<file path="config.mk">
export PLATFORM = sky130hd
export DESIGN_NAME = min_sad_basis_search_unit
export DESIGN_NICKNAME = d
export VERILOG_FILES = /design/src/rtl/msbs_pkg.sv /design/src/rtl/msbs_front.sv /design/src/rtl/msbs_fifo.sv /design/src/rtl/msbs_back.sv /design/src/rtl/min_sad_basis_search_unit.sv
export VERILOG_INCLUDE_DIRS = /design/src /design/src/rtl
export SDC_FILE = /design/constraint.sdc
export NUM_CORES = 2
export LEC_CHECK = 0
export ABC_CLOCK_PERIOD_IN_PS = 7800
export BUFFER_PORTS_ARGS = -buffer_cell sky130_fd_sc_hd__buf_2
export CAP_MARGIN = 20
export CORE_MARGIN = 2
export CORE_UTILIZATION = 50
export CTS_CLUSTER_DIAMETER = 200
export CTS_CLUSTER_SIZE = 40
export DETAILED_ROUTE_END_ITERATION = 10
export PLACE_DENSITY = 0.65
export SYNTH_ARGS = -nofsm -noshare
export SYNTH_HDL_FRONTEND = slang
export SYNTH_MEMORY_MAX_BITS = 65536
export SYNTH_SLANG_ARGS = --single-unit
</file>
<file path="constraint.sdc">
create_clock -name clk -period 7.8 [get_ports clk]
set_input_delay 2.34 -clock clk [delete_from_list [all_inputs] [get_ports clk]]
set_output_delay 2.34 -clock clk [all_outputs]
set_load 0.01 [all_outputs]
</file>
<file path="src/rtl/min_sad_basis_search_unit_macros.svh">
// Assertion helpers for the search unit; clock clk, reset rst_n assumed in scope.
`ifndef MIN_SAD_BASIS_SEARCH_UNIT_MACROS_SVH
`define MIN_SAD_BASIS_SEARCH_UNIT_MACROS_SVH

// same-cycle implication
`define MSBS_ASSERT_NOW(label, ante, cons, msg) \
    label: assert property (@(posedge clk) disable iff (!rst_n) (ante) |-> (cons)) \
        else $error(msg);

// next-cycle implication
`define MSBS_ASSERT_NEXT(label, ante, cons, msg) \
    label: assert property (@(posedge clk) disable iff (!rst_n) (ante) |=> (cons)) \
        else $error(msg);

`endif

</file>
<file path="src/rtl/msbs_pkg.sv">
`timescale 1ns / 1ps
package msbs_pkg;

    localparam int SLOT_W     = 3;
    localparam int SIDX_W     = 6;
    localparam int SUM_W      = 24;
    localparam int CFG_IDX_W  = 1;
    localparam int FIFO_DEPTH = 4;

    localparam logic [CFG_IDX_W-1:0] REG_SLOT_MASK = 1'd0;
    localparam logic [CFG_IDX_W-1:0] REG_MAX_DIFF  = 1'd1;

    localparam logic       KIND_LOAD  = 1'b0;
    localparam logic       KIND_BASIS = 1'b1;

    localparam logic [SUM_W-1:0] SUM_MAX = {SUM_W{1'b1}};

    typedef struct packed {
        logic add_en;
        logic end_point;
        logic end_search;
    } ctl_t;

endpackage

</file>
<file path="src/rtl/msbs_front.sv">
`timescale 1ns / 1ps
module msbs_front #(
    parameter int SLOTS       = 5,
    parameter int SAMPLES     = 50,
    parameter int SAMPLE_BITS = 16,
    parameter int INDEX_BITS  = 20
) (
    input  logic                         clk,
    input  logic                         rst_n,
    input  logic                         accept,
    input  logic                         kind,
    input  logic [msbs_pkg::SLOT_W-1:0]  slot,
    input  logic [msbs_pkg::SIDX_W-1:0]  sample_index,
    input  logic signed [SAMPLE_BITS-1:0] sample_value,
    input  logic [INDEX_BITS-1:0]        candidate_index,
    input  logic                         last_of_point,
    input  logic                         last_of_search,
    input  logic [SLOTS-1:0]             slot_mask,
    output logic                         q_push,
    output msbs_pkg::ctl_t               q_ctl,
    output logic [SAMPLE_BITS:0]         q_diff,
    output logic [INDEX_BITS-1:0]        q_cand,
    output logic                         busy
);

    localparam int ENTRIES = SLOTS * SAMPLES;
    localparam int AW      = (ENTRIES > 1) ? $clog2(ENTRIES) : 1;
    localparam int DW      = SAMPLE_BITS + 1;

    logic [SAMPLE_BITS-1:0] mem [ENTRIES];

    logic [AW-1:0]          addr;
    logic                   in_range;
    logic [SLOTS-1:0]       mask_sh;
    logic                   wr_en;
    logic                   rd_en;

    logic                   s1_valid_reg;
    logic [SAMPLE_BITS-1:0] rd_data_reg;
    logic [SAMPLE_BITS-1:0] s1_val_reg;
    msbs_pkg::ctl_t         s1_ctl_reg;
    logic [INDEX_BITS-1:0]  s1_cand_reg;

    logic signed [DW-1:0]   diff;

    assign in_range = (32'(slot) < SLOTS) && (32'(sample_index) < SAMPLES);
    assign addr     = AW'(32'(slot) * SAMPLES + 32'(sample_index));
    assign mask_sh  = slot_mask >> slot;
    assign wr_en    = accept && (kind == msbs_pkg::KIND_LOAD) && in_range;
    assign rd_en    = accept && (kind == msbs_pkg::KIND_BASIS);

    always_ff @(posedge clk)
    begin
        if (wr_en)
        begin
            mem[addr] <= sample_value;
        end
        if (rd_en)
        begin
            rd_data_reg <= mem[addr];
        end
    end

    always_ff @(posedge clk or negedge rst_n)
    begin
        if (!rst_n)
        begin
            s1_valid_reg <= 1'b0;
        end
        else
        begin
            s1_valid_reg <= rd_en;
        end
    end

    always_ff @(posedge clk)
    begin
        if (rd_en)
        begin
            s1_val_reg            <= sample_value;
            s1_cand_reg           <= candidate_index;
            s1_ctl_reg.add_en     <= in_range && mask_sh[0];
            s1_ctl_reg.end_point  <= last_of_point;
            s1_ctl_reg.end_search <= last_of_search;
        end
    end

    // stored minus basis, one bit wider so it cannot wrap
    assign diff = $signed({rd_data_reg[SAMPLE_BITS-1], rd_data_reg})
                - $signed({s1_val_reg[SAMPLE_BITS-1], s1_val_reg});

    assign q_push = s1_valid_reg;
    assign q_ctl  = s1_ctl_reg;
    assign q_diff = diff[DW-1] ? DW'(-diff) : DW'(diff);
    assign q_cand = s1_cand_reg;
    assign busy   = s1_valid_reg;

endmodule

</file>
<file path="src/rtl/msbs_fifo.sv">
`timescale 1ns / 1ps
`include "min_sad_basis_search_unit_macros.svh"
module msbs_fifo #(
    parameter int W = 8
) (
    input  logic                                  clk,
    input  logic                                  rst_n,
    input  logic                                  push,
    input  logic [W-1:0]                          wdata,
    input  logic                                  pop,
    output logic [W-1:0]                          rdata,
    output logic                                  not_empty,
    output logic [$clog2(msbs_pkg::FIFO_DEPTH):0] level
);

    localparam int PW = $clog2(msbs_pkg::FIFO_DEPTH);
    localparam int LW = PW + 1;

    logic [W-1:0]  buf_q [msbs_pkg::FIFO_DEPTH];
    logic [PW-1:0] wr_ptr_reg;
    logic [PW-1:0] wr_ptr_next;
    logic [PW-1:0] rd_ptr_reg;
    logic [PW-1:0] rd_ptr_next;
    logic [LW-1:0] level_reg;
    logic [LW-1:0] level_next;

    always_comb
    begin
        wr_ptr_next = wr_ptr_reg;
        rd_ptr_next = rd_ptr_reg;
        level_next  = level_reg;
        if (push)
        begin
            wr_ptr_next = wr_ptr_reg + 1'b1;
        end
        if (pop)
        begin
            rd_ptr_next = rd_ptr_reg + 1'b1;
        end
        if (push && !pop)
        begin
            level_next = level_reg + 1'b1;
        end
        else if (!push && pop)
        begin
            level_next = level_reg - 1'b1;
        end
    end

    always_ff @(posedge clk or negedge rst_n)
    begin
        if (!rst_n)
        begin
            wr_ptr_reg <= '0;
            rd_ptr_reg <= '0;
            level_reg  <= '0;
        end
        else
        begin
            wr_ptr_reg <= wr_ptr_next;
            rd_ptr_reg <= rd_ptr_next;
            level_reg  <= level_next;
        end
    end

    always_ff @(posedge clk)
    begin
        if (push)
        begin
            buf_q[wr_ptr_reg] <= wdata;
        end
    end

    assign rdata     = buf_q[rd_ptr_reg];
    assign not_empty = (level_reg != '0);
    assign level     = level_reg;

    `MSBS_ASSERT_NOW(a_no_overflow, push && !pop, level_reg != LW'(msbs_pkg::FIFO_DEPTH), "queue overflow")
    `MSBS_ASSERT_NOW(a_no_underflow, pop, level_reg != '0, "queue underflow")

endmodule

</file>
<file path="src/rtl/msbs_back.sv">
`timescale 1ns / 1ps
`include "min_sad_basis_search_unit_macros.svh"
module msbs_back #(
    parameter int SAMPLE_BITS = 16,
    parameter int INDEX_BITS  = 20
) (
    input  logic                        clk,
    input  logic                        rst_n,
    input  logic                        q_valid,
    input  msbs_pkg::ctl_t              q_ctl,
    input  logic [SAMPLE_BITS:0]        q_diff,
    input  logic [INDEX_BITS-1:0]       q_cand,
    output logic                        q_pop,
    input  logic [msbs_pkg::SUM_W-1:0]  max_diff,
    input  logic                        res_pop,
    output logic                        res_valid,
    output logic                        res_found,
    output logic [INDEX_BITS-1:0]       res_index,
    output logic [msbs_pkg::SUM_W-1:0]  res_distance
);

    localparam int SW = msbs_pkg::SUM_W;
    localparam int DW = SAMPLE_BITS + 1;
    localparam int EW = ((DW > SW) ? DW : SW) + 1;

    logic [SW-1:0]         run_sum_reg;
    logic [SW-1:0]         run_sum_next;
    logic [SW-1:0]         best_sum_reg;
    logic [SW-1:0]         best_sum_next;
    logic [INDEX_BITS-1:0] best_pt_reg;
    logic [INDEX_BITS-1:0] best_pt_next;
    logic                  have_best_reg;
    logic                  have_best_next;

    logic                  out_valid_reg;
    logic                  out_valid_next;
    logic                  found_reg;
    logic [INDEX_BITS-1:0] index_reg;
    logic [SW-1:0]         dist_reg;

    logic                  fire;
    logic                  emit;
    logic [EW-1:0]         sum_ext;
    logic [SW-1:0]         sum_acc;
    logic                  closes;
    logic                  wins;
    logic [SW-1:0]         cb_sum;
    logic [INDEX_BITS-1:0] cb_pt;
    logic                  cb_have;

    // a search-ending beat needs the result register free (or draining)
    assign fire = q_valid && (!q_ctl.end_search || !out_valid_reg || res_pop);
    assign emit = fire && q_ctl.end_search;
    assign q_pop = fire;

    assign sum_ext = EW'(run_sum_reg) + EW'(q_diff);
    always_comb
    begin
        if (!q_ctl.add_en)
        begin
            sum_acc = run_sum_reg;
        end
        else if (sum_ext > EW'(msbs_pkg::SUM_MAX))
        begin
            sum_acc = msbs_pkg::SUM_MAX;
        end
        else
        begin
            sum_acc = sum_ext[SW-1:0];
        end
    end

    assign closes = q_ctl.end_point || q_ctl.end_search;
    // strict compare keeps the first of equal sums
    assign wins   = (sum_acc < max_diff) && (sum_acc < best_sum_reg);

    always_comb
    begin
        cb_sum  = best_sum_reg;
        cb_pt   = best_pt_reg;
        cb_have = have_best_reg;
        if (closes && wins)
        begin
            cb_sum  = sum_acc;
            cb_pt   = q_cand;
            cb_have = 1'b1;
        end
    end

    always_comb
    begin
        run_sum_next   = run_sum_reg;
        best_sum_next  = best_sum_reg;
        best_pt_next   = best_pt_reg;
        have_best_next = have_best_reg;
        if (fire)
        begin
            run_sum_next   = closes ? '0 : sum_acc;
            best_sum_next  = cb_sum;
            best_pt_next   = cb_pt;
            have_best_next = cb_have;
            if (q_ctl.end_search)
            begin
                best_sum_next  = msbs_pkg::SUM_MAX;
                best_pt_next   = '0;
                have_best_next = 1'b0;
            end
        end
    end

    always_comb
    begin
        out_valid_next = out_valid_reg;
        if (emit)
        begin
            out_valid_next = 1'b1;
        end
        else if (res_pop)
        begin
            out_valid_next = 1'b0;
        end
    end

    always_ff @(posedge clk or negedge rst_n)
    begin
        if (!rst_n)
        begin
            run_sum_reg   <= '0;
            best_sum_reg  <= msbs_pkg::SUM_MAX;
            best_pt_reg   <= '0;
            have_best_reg <= 1'b0;
            out_valid_reg <= 1'b0;
        end
        else
        begin
            run_sum_reg   <= run_sum_next;
            best_sum_reg  <= best_sum_next;
            best_pt_reg   <= best_pt_next;
            have_best_reg <= have_best_next;
            out_valid_reg <= out_valid_next;
        end
    end

    always_ff @(posedge clk)
    begin
        if (emit)
        begin
            found_reg <= cb_have;
            index_reg <= cb_have ? cb_pt : '0;
            dist_reg  <= cb_have ? cb_sum : '0;
        end
    end

    assign res_valid    = out_valid_reg;
    assign res_found    = found_reg;
    assign res_index    = index_reg;
    assign res_distance = dist_reg;

    `MSBS_ASSERT_NOW(a_no_best_is_max, !have_best_reg, best_sum_reg == msbs_pkg::SUM_MAX, "best not cleared")
    `MSBS_ASSERT_NEXT(a_sum_clears, fire && closes, run_sum_reg == '0, "running sum kept")
    `MSBS_ASSERT_NOW(a_best_below_limit, have_best_reg, best_sum_reg != msbs_pkg::SUM_MAX, "saturated best")

endmodule

</file>
<file path="src/rtl/min_sad_basis_search_unit.sv">
`timescale 1ns / 1ps
// Throughput: one item per cycle, loads and basis samples alike, while the result side drains.
// A result shows (empty falls) once the accepted search-ending beat has passed the store read into
// the stage register, the queue write, then the accumulate/compare step that pops it.
// A search end stalls in the back end only while the previous result is still not popped.
// Reset: async active low; clears control, sums and best; slot_mask and max_diff to all ones.
// Sample store contents are undefined until loaded; no clearing pass.
module min_sad_basis_search_unit #(
    parameter int SLOTS       = 5,
    parameter int SAMPLES     = 50,
    parameter int SAMPLE_BITS = 16,
    parameter int INDEX_BITS  = 20
) (
    input  logic                             clk,
    input  logic                             rst_n,
    input  logic                             push,
    output logic                             full,
    input  logic                             kind,
    input  logic [msbs_pkg::SLOT_W-1:0]      slot,
    input  logic [msbs_pkg::SIDX_W-1:0]      sample_index,
    input  logic signed [SAMPLE_BITS-1:0]    sample_value,
    input  logic [INDEX_BITS-1:0]            candidate_index,
    input  logic                             last_of_point,
    input  logic                             last_of_search,
    output logic                             empty,
    input  logic                             pop,
    output logic                             found,
    output logic [INDEX_BITS-1:0]            best_index,
    output logic [msbs_pkg::SUM_W-1:0]       best_distance,
    input  logic                             cfg_valid,
    output logic                             cfg_ready,
    input  logic [msbs_pkg::CFG_IDX_W-1:0]   cfg_index,
    input  logic [msbs_pkg::SUM_W-1:0]       cfg_data
);

    localparam int DW = SAMPLE_BITS + 1;
    localparam int QW = 3 + DW + INDEX_BITS;
    localparam int LW = $clog2(msbs_pkg::FIFO_DEPTH) + 1;

    logic [SLOTS-1:0]          slot_mask_reg;
    logic [msbs_pkg::SUM_W-1:0] max_diff_reg;

    logic                      accept;
    logic                      f_push;
    msbs_pkg::ctl_t            f_ctl;
    logic [DW-1:0]             f_diff;
    logic [INDEX_BITS-1:0]     f_cand;
    logic                      f_busy;

    logic [QW-1:0]             q_wdata;
    logic [QW-1:0]             q_rdata;
    logic                      q_valid;
    logic                      q_pop;
    logic [LW-1:0]             q_level;
    msbs_pkg::ctl_t            b_ctl;
    logic [DW-1:0]             b_diff;
    logic [INDEX_BITS-1:0]     b_cand;
    logic                      res_valid;

    assign cfg_ready = 1'b1;

    always_ff @(posedge clk or negedge rst_n)
    begin
        if (!rst_n)
        begin
            slot_mask_reg <= '1;
            max_diff_reg  <= msbs_pkg::SUM_MAX;
        end
        else if (cfg_valid && cfg_ready)
        begin
            case (cfg_index)
                msbs_pkg::REG_SLOT_MASK: slot_mask_reg <= cfg_data[SLOTS-1:0];
                msbs_pkg::REG_MAX_DIFF:  max_diff_reg  <= cfg_data;
                default: ;
            endcase
        end
    end

    // room for the beat in the read stage plus a new one
    assign full   = (LW'(32'(q_level) + 32'(f_busy)) >= LW'(msbs_pkg::FIFO_DEPTH));
    assign accept = push && !full;

    msbs_front #(
        .SLOTS       (SLOTS),
        .SAMPLES     (SAMPLES),
        .SAMPLE_BITS (SAMPLE_BITS),
        .INDEX_BITS  (INDEX_BITS)
    ) u_front (
        .clk             (clk),
        .rst_n           (rst_n),
        .accept          (accept),
        .kind            (kind),
        .slot            (slot),
        .sample_index    (sample_index),
        .sample_value    (sample_value),
        .candidate_index (candidate_index),
        .last_of_point   (last_of_point),
        .last_of_search  (last_of_search),
        .slot_mask       (slot_mask_reg),
        .q_push          (f_push),
        .q_ctl           (f_ctl),
        .q_diff          (f_diff),
        .q_cand          (f_cand),
        .busy            (f_busy)
    );

    assign q_wdata = {f_ctl, f_diff, f_cand};

    msbs_fifo #(
        .W (QW)
    ) u_fifo (
        .clk       (clk),
        .rst_n     (rst_n),
        .push      (f_push),
        .wdata     (q_wdata),
        .pop       (q_pop),
        .rdata     (q_rdata),
        .not_empty (q_valid),
        .level     (q_level)
    );

    assign {b_ctl, b_diff, b_cand} = q_rdata;

    msbs_back #(
        .SAMPLE_BITS (SAMPLE_BITS),
        .INDEX_BITS  (INDEX_BITS)
    ) u_back (
        .clk          (clk),
        .rst_n        (rst_n),
        .q_valid      (q_valid),
        .q_ctl        (b_ctl),
        .q_diff       (b_diff),
        .q_cand       (b_cand),
        .q_pop        (q_pop),
        .max_diff     (max_diff_reg),
        .res_pop      (pop && res_valid),
        .res_valid    (res_valid),
        .res_found    (found),
        .res_index    (best_index),
        .res_distance (best_distance)
    );

    assign empty = !res_valid;

endmodule
</file>
==> impl_metrics.toml <==
[timing]
hold_violations = 0
slew_headroom_pct = -9.86
rsz0062_at_grt = "no"
slew_viol_final = 80
skew_ns = 0.0711
tightestPinTransition_ns = 1.65
fin_crit_ns = 6.77
setup_tns_ns = 0
post-route-period-util_pct = 86.8
whs_ns = 0.524
max_freq_mhz = 148
finalSetupViolCount = 0

[layout]
seq_area_um2 = 131000
regMostFlops = "u_front.mem"
fill_cells = 25700
fin_nets = 8268
final_layout_size_suffix_gt1_share_pct = 28.3
area_growth_pct = 7.46
largest_reg_flops = 4000
layout_common_cells = "4260 x edfxtp_1, 1273 x mux4_2, 451 x buf_4"
reg_top3 = "u_front.mem (4000), u_fifo.buf_q (160)"
fin_util_pct = 53.9
fin_cells = 12700
final_common_cell = "edfxtp_1"
multi_input_area_um2 = 38500

[placed_design]
io_buffers = 124
dp_cells = 12500
gp_congestion = 0.934
dp_hpwl_um = 263000

[cts]
cts_buffers = 123
clkLatencyLatePin_ns = 1.01
cts_setup_buffers = 0
clock_sinks = 4367
htree_levels = 3
cts-hold-fix-buffers = 0
clockBufferDepth = 4
post_cts_resized = 0
clk_pin_slew_worst_paths_ns = 0.14
clockRootBuffer = "clkbuf_16"
cts_tree = "done"

[flow_run]
cap_violations = 0

[detailed_routing]
wl_um = 429000
dr.first_iter.drc_count = 11400
detail_route.wl_per_cell_um = 33.9
drtPass1Iterations = 7
drcViolationCount = 0
num_vias = 81500
postRouteAntennaNets = 0
via_per_inst = 6.43

[synthesis]
syn_nets = 7906
synthArstFlopShare_pct = 2.45
synth_area_leaders = "edfxtp_1 75%, mux4_2 17%, dfstp_2 0.81%"
yosysTopAreaCellShare_pct = 74.6
synth_seq_cells = 4367
synth_area_leader_cell = "edfxtp_1"
synth-main-ff-cell = "edfxtp_1"
synth-edff-count = 4260
synth_warnings = 0
avgSynthCellArea_um2 = 22.2
syn_area_um2 = 171000
netlist_instances = 7730
synth_cell_types = 78
yosysSeqAreaShare_pct = 76.2

[pwr]
power.total_uw = 43900
leakage_uw = 0.0574
p_per_area_nw_per_um2 = 238
ir_worst_vdd_uv = 219

[floorplanning]
design.core.area_um2 = 342000
die_area_um2 = 348000
row_count = 215
boundaryPins = 126
die_y_um = 590
initial_core_util_pct = 50.1
die_w_um = 590

[worst_setup_path]
cp_num_buf_inv = 1
startpoint = "u_fifo.rd_ptr_reg[0]"
critPathSlowestCell = "dfrtp_2"
worstPathArrival_ns = 7.47
cp_common_cell = "ha_1"
crit_fanout = 33
startpoint_type = "flop"
cp-end-kind = "flop"
crit_path_max_incr_delay_ns = 0.78
critPathRequiredTime_ns = 8.50
crit_family = "compound AO/OA/AOI/OAI gates"
path_cells = "mux4_2, ha_1, nand2_1, nor4_1, o2111ai_1, and2_1, a31oi_1, ha_1, a21o_1, a21oi_1, o21ai_0, a222oi_1, or3b_1, a21oi_4, nand2_2, buf_12, mux2i_1"
timing.rr.start = "u_fifo.rd_ptr_reg[0]"
crit_type = "reg2reg"

[outcome]
status = "finished, violations left"
violations = "max-slew violations"

[worst_hold_path]
min_from = "u_fifo.level[2]"
worstHoldPathType = "reg2reg"

[grt]
overflow = 0
grtUsageTotal_pct = 24.5
grt_start_max_net_pins = 198
antenna_found_initial = 22
grt_pass1_wl_um = 608000
grt_pass1_vias = 80500
## worst paths after layout
path                                                to  slack, ns  cells past startpoint
worst min-delay path                   u_fifo.level[2]       0.52                      1
worst max register to register     u_back.res_index[3]       1.03                     17
max in group asynchronous              u_fifo.level[1]       5.16                      2
worst max-delay path               u_back.res_index[3]       1.03                     17
min in group asynchronous       u_back.best_pt_reg[15]       1.45                      1
worst min register to register         u_fifo.level[2]       0.52                      1
## routing by layer
layer,wire length [um],part of all wire [%],global-route usage [%],vias up
met5,13,0.0030,0,-
met2,206000,48,39.2,3846
li1,-,-,-,32700
met3,37000,8.6,3.60,552
met4,15400,3.6,7.58,2
met1,171000,40,35.5,44400
## cell usage after synthesis (26+ instances only)
library cell and number:
a31oi_1 26, buf_2 108, nand4_1 28, buf_4 36, and2_1 28, nand2_1 301
nor2b_1 30, nand3_1 75, dfstp_2 53, inv_1 146, o21ai_0 40, buf_6 44
a21oi_1 78, mux2_2 33, dfrtp_1 54, ha_1 94, mux4_2 1273, a211oi_1 50
a21o_1 26, nor2_1 344, edfxtp_1 4260, clkbuf_1 194, mux2i_1 72
## logic make-up after synthesis
| kind of cell | count (synthesis) | synth area share, % |
|---|---|---|
| xor gates and xnor gates | 50 | 0.260 |
| DFF | 4367 | 76.2 |
| other | 1 | 0.00219 |
| muxes | 1378 | 17.4 |
| buffers and inverters | 558 | 1.60 |
| and+or+nand+nor | 903 | 2.30 |
| adders and majority gates | 98 | 0.733 |
| AOI/OAI and AO/OA | 375 | 1.54 |
## worst register-to-register path: stages (launching register included)
cell and delay [ns]:
dfrtp_2 0.78, mux4_2 0.60, ha_1 0.39, nand2_1 0.14
nor4_1 0.48, o2111ai_1 0.24, and2_1 0.46, a31oi_1 0.64
ha_1 0.36, a21o_1 0.17, a21oi_1 0.13, o21ai_0 0.13
a222oi_1 0.29, or3b_1 0.43, a21oi_4 0.33, nand2_2 0.40
buf_12 0.32, mux2i_1 0.21
## metrics by stage
step | worst slack, ns | cell area, um2
6_report | 1.03 | 184000
5_1_grt | 0.353 | 184000
4_1_cts | 1.01 | 184000
3_5_place_dp | 0.886 | 181000
3_3_place_gp | 0.720 | 181000
2_1_floorplan | 1.19 | 171000
## final cells by class
type                    instances  area share [%]
flip-flops and latches       4367            70.9
multi-input cells            2805            20.9
well taps                    4557            3.09
repair buffers                649            3.04
clock buffers                 147            1.73
inverters                     146           0.297
clock inverters                 2          0.0326
diodes                          3         0.00407
## power by group
part	switching, uW	total [uW]	leakage, uW	internal [uW]
clock network	6450	9390	0.00158	2940
registers	281	26700	0.0396	26400
logic	4880	7760	0.0163	2890
(Power assumes the default switching activity.)
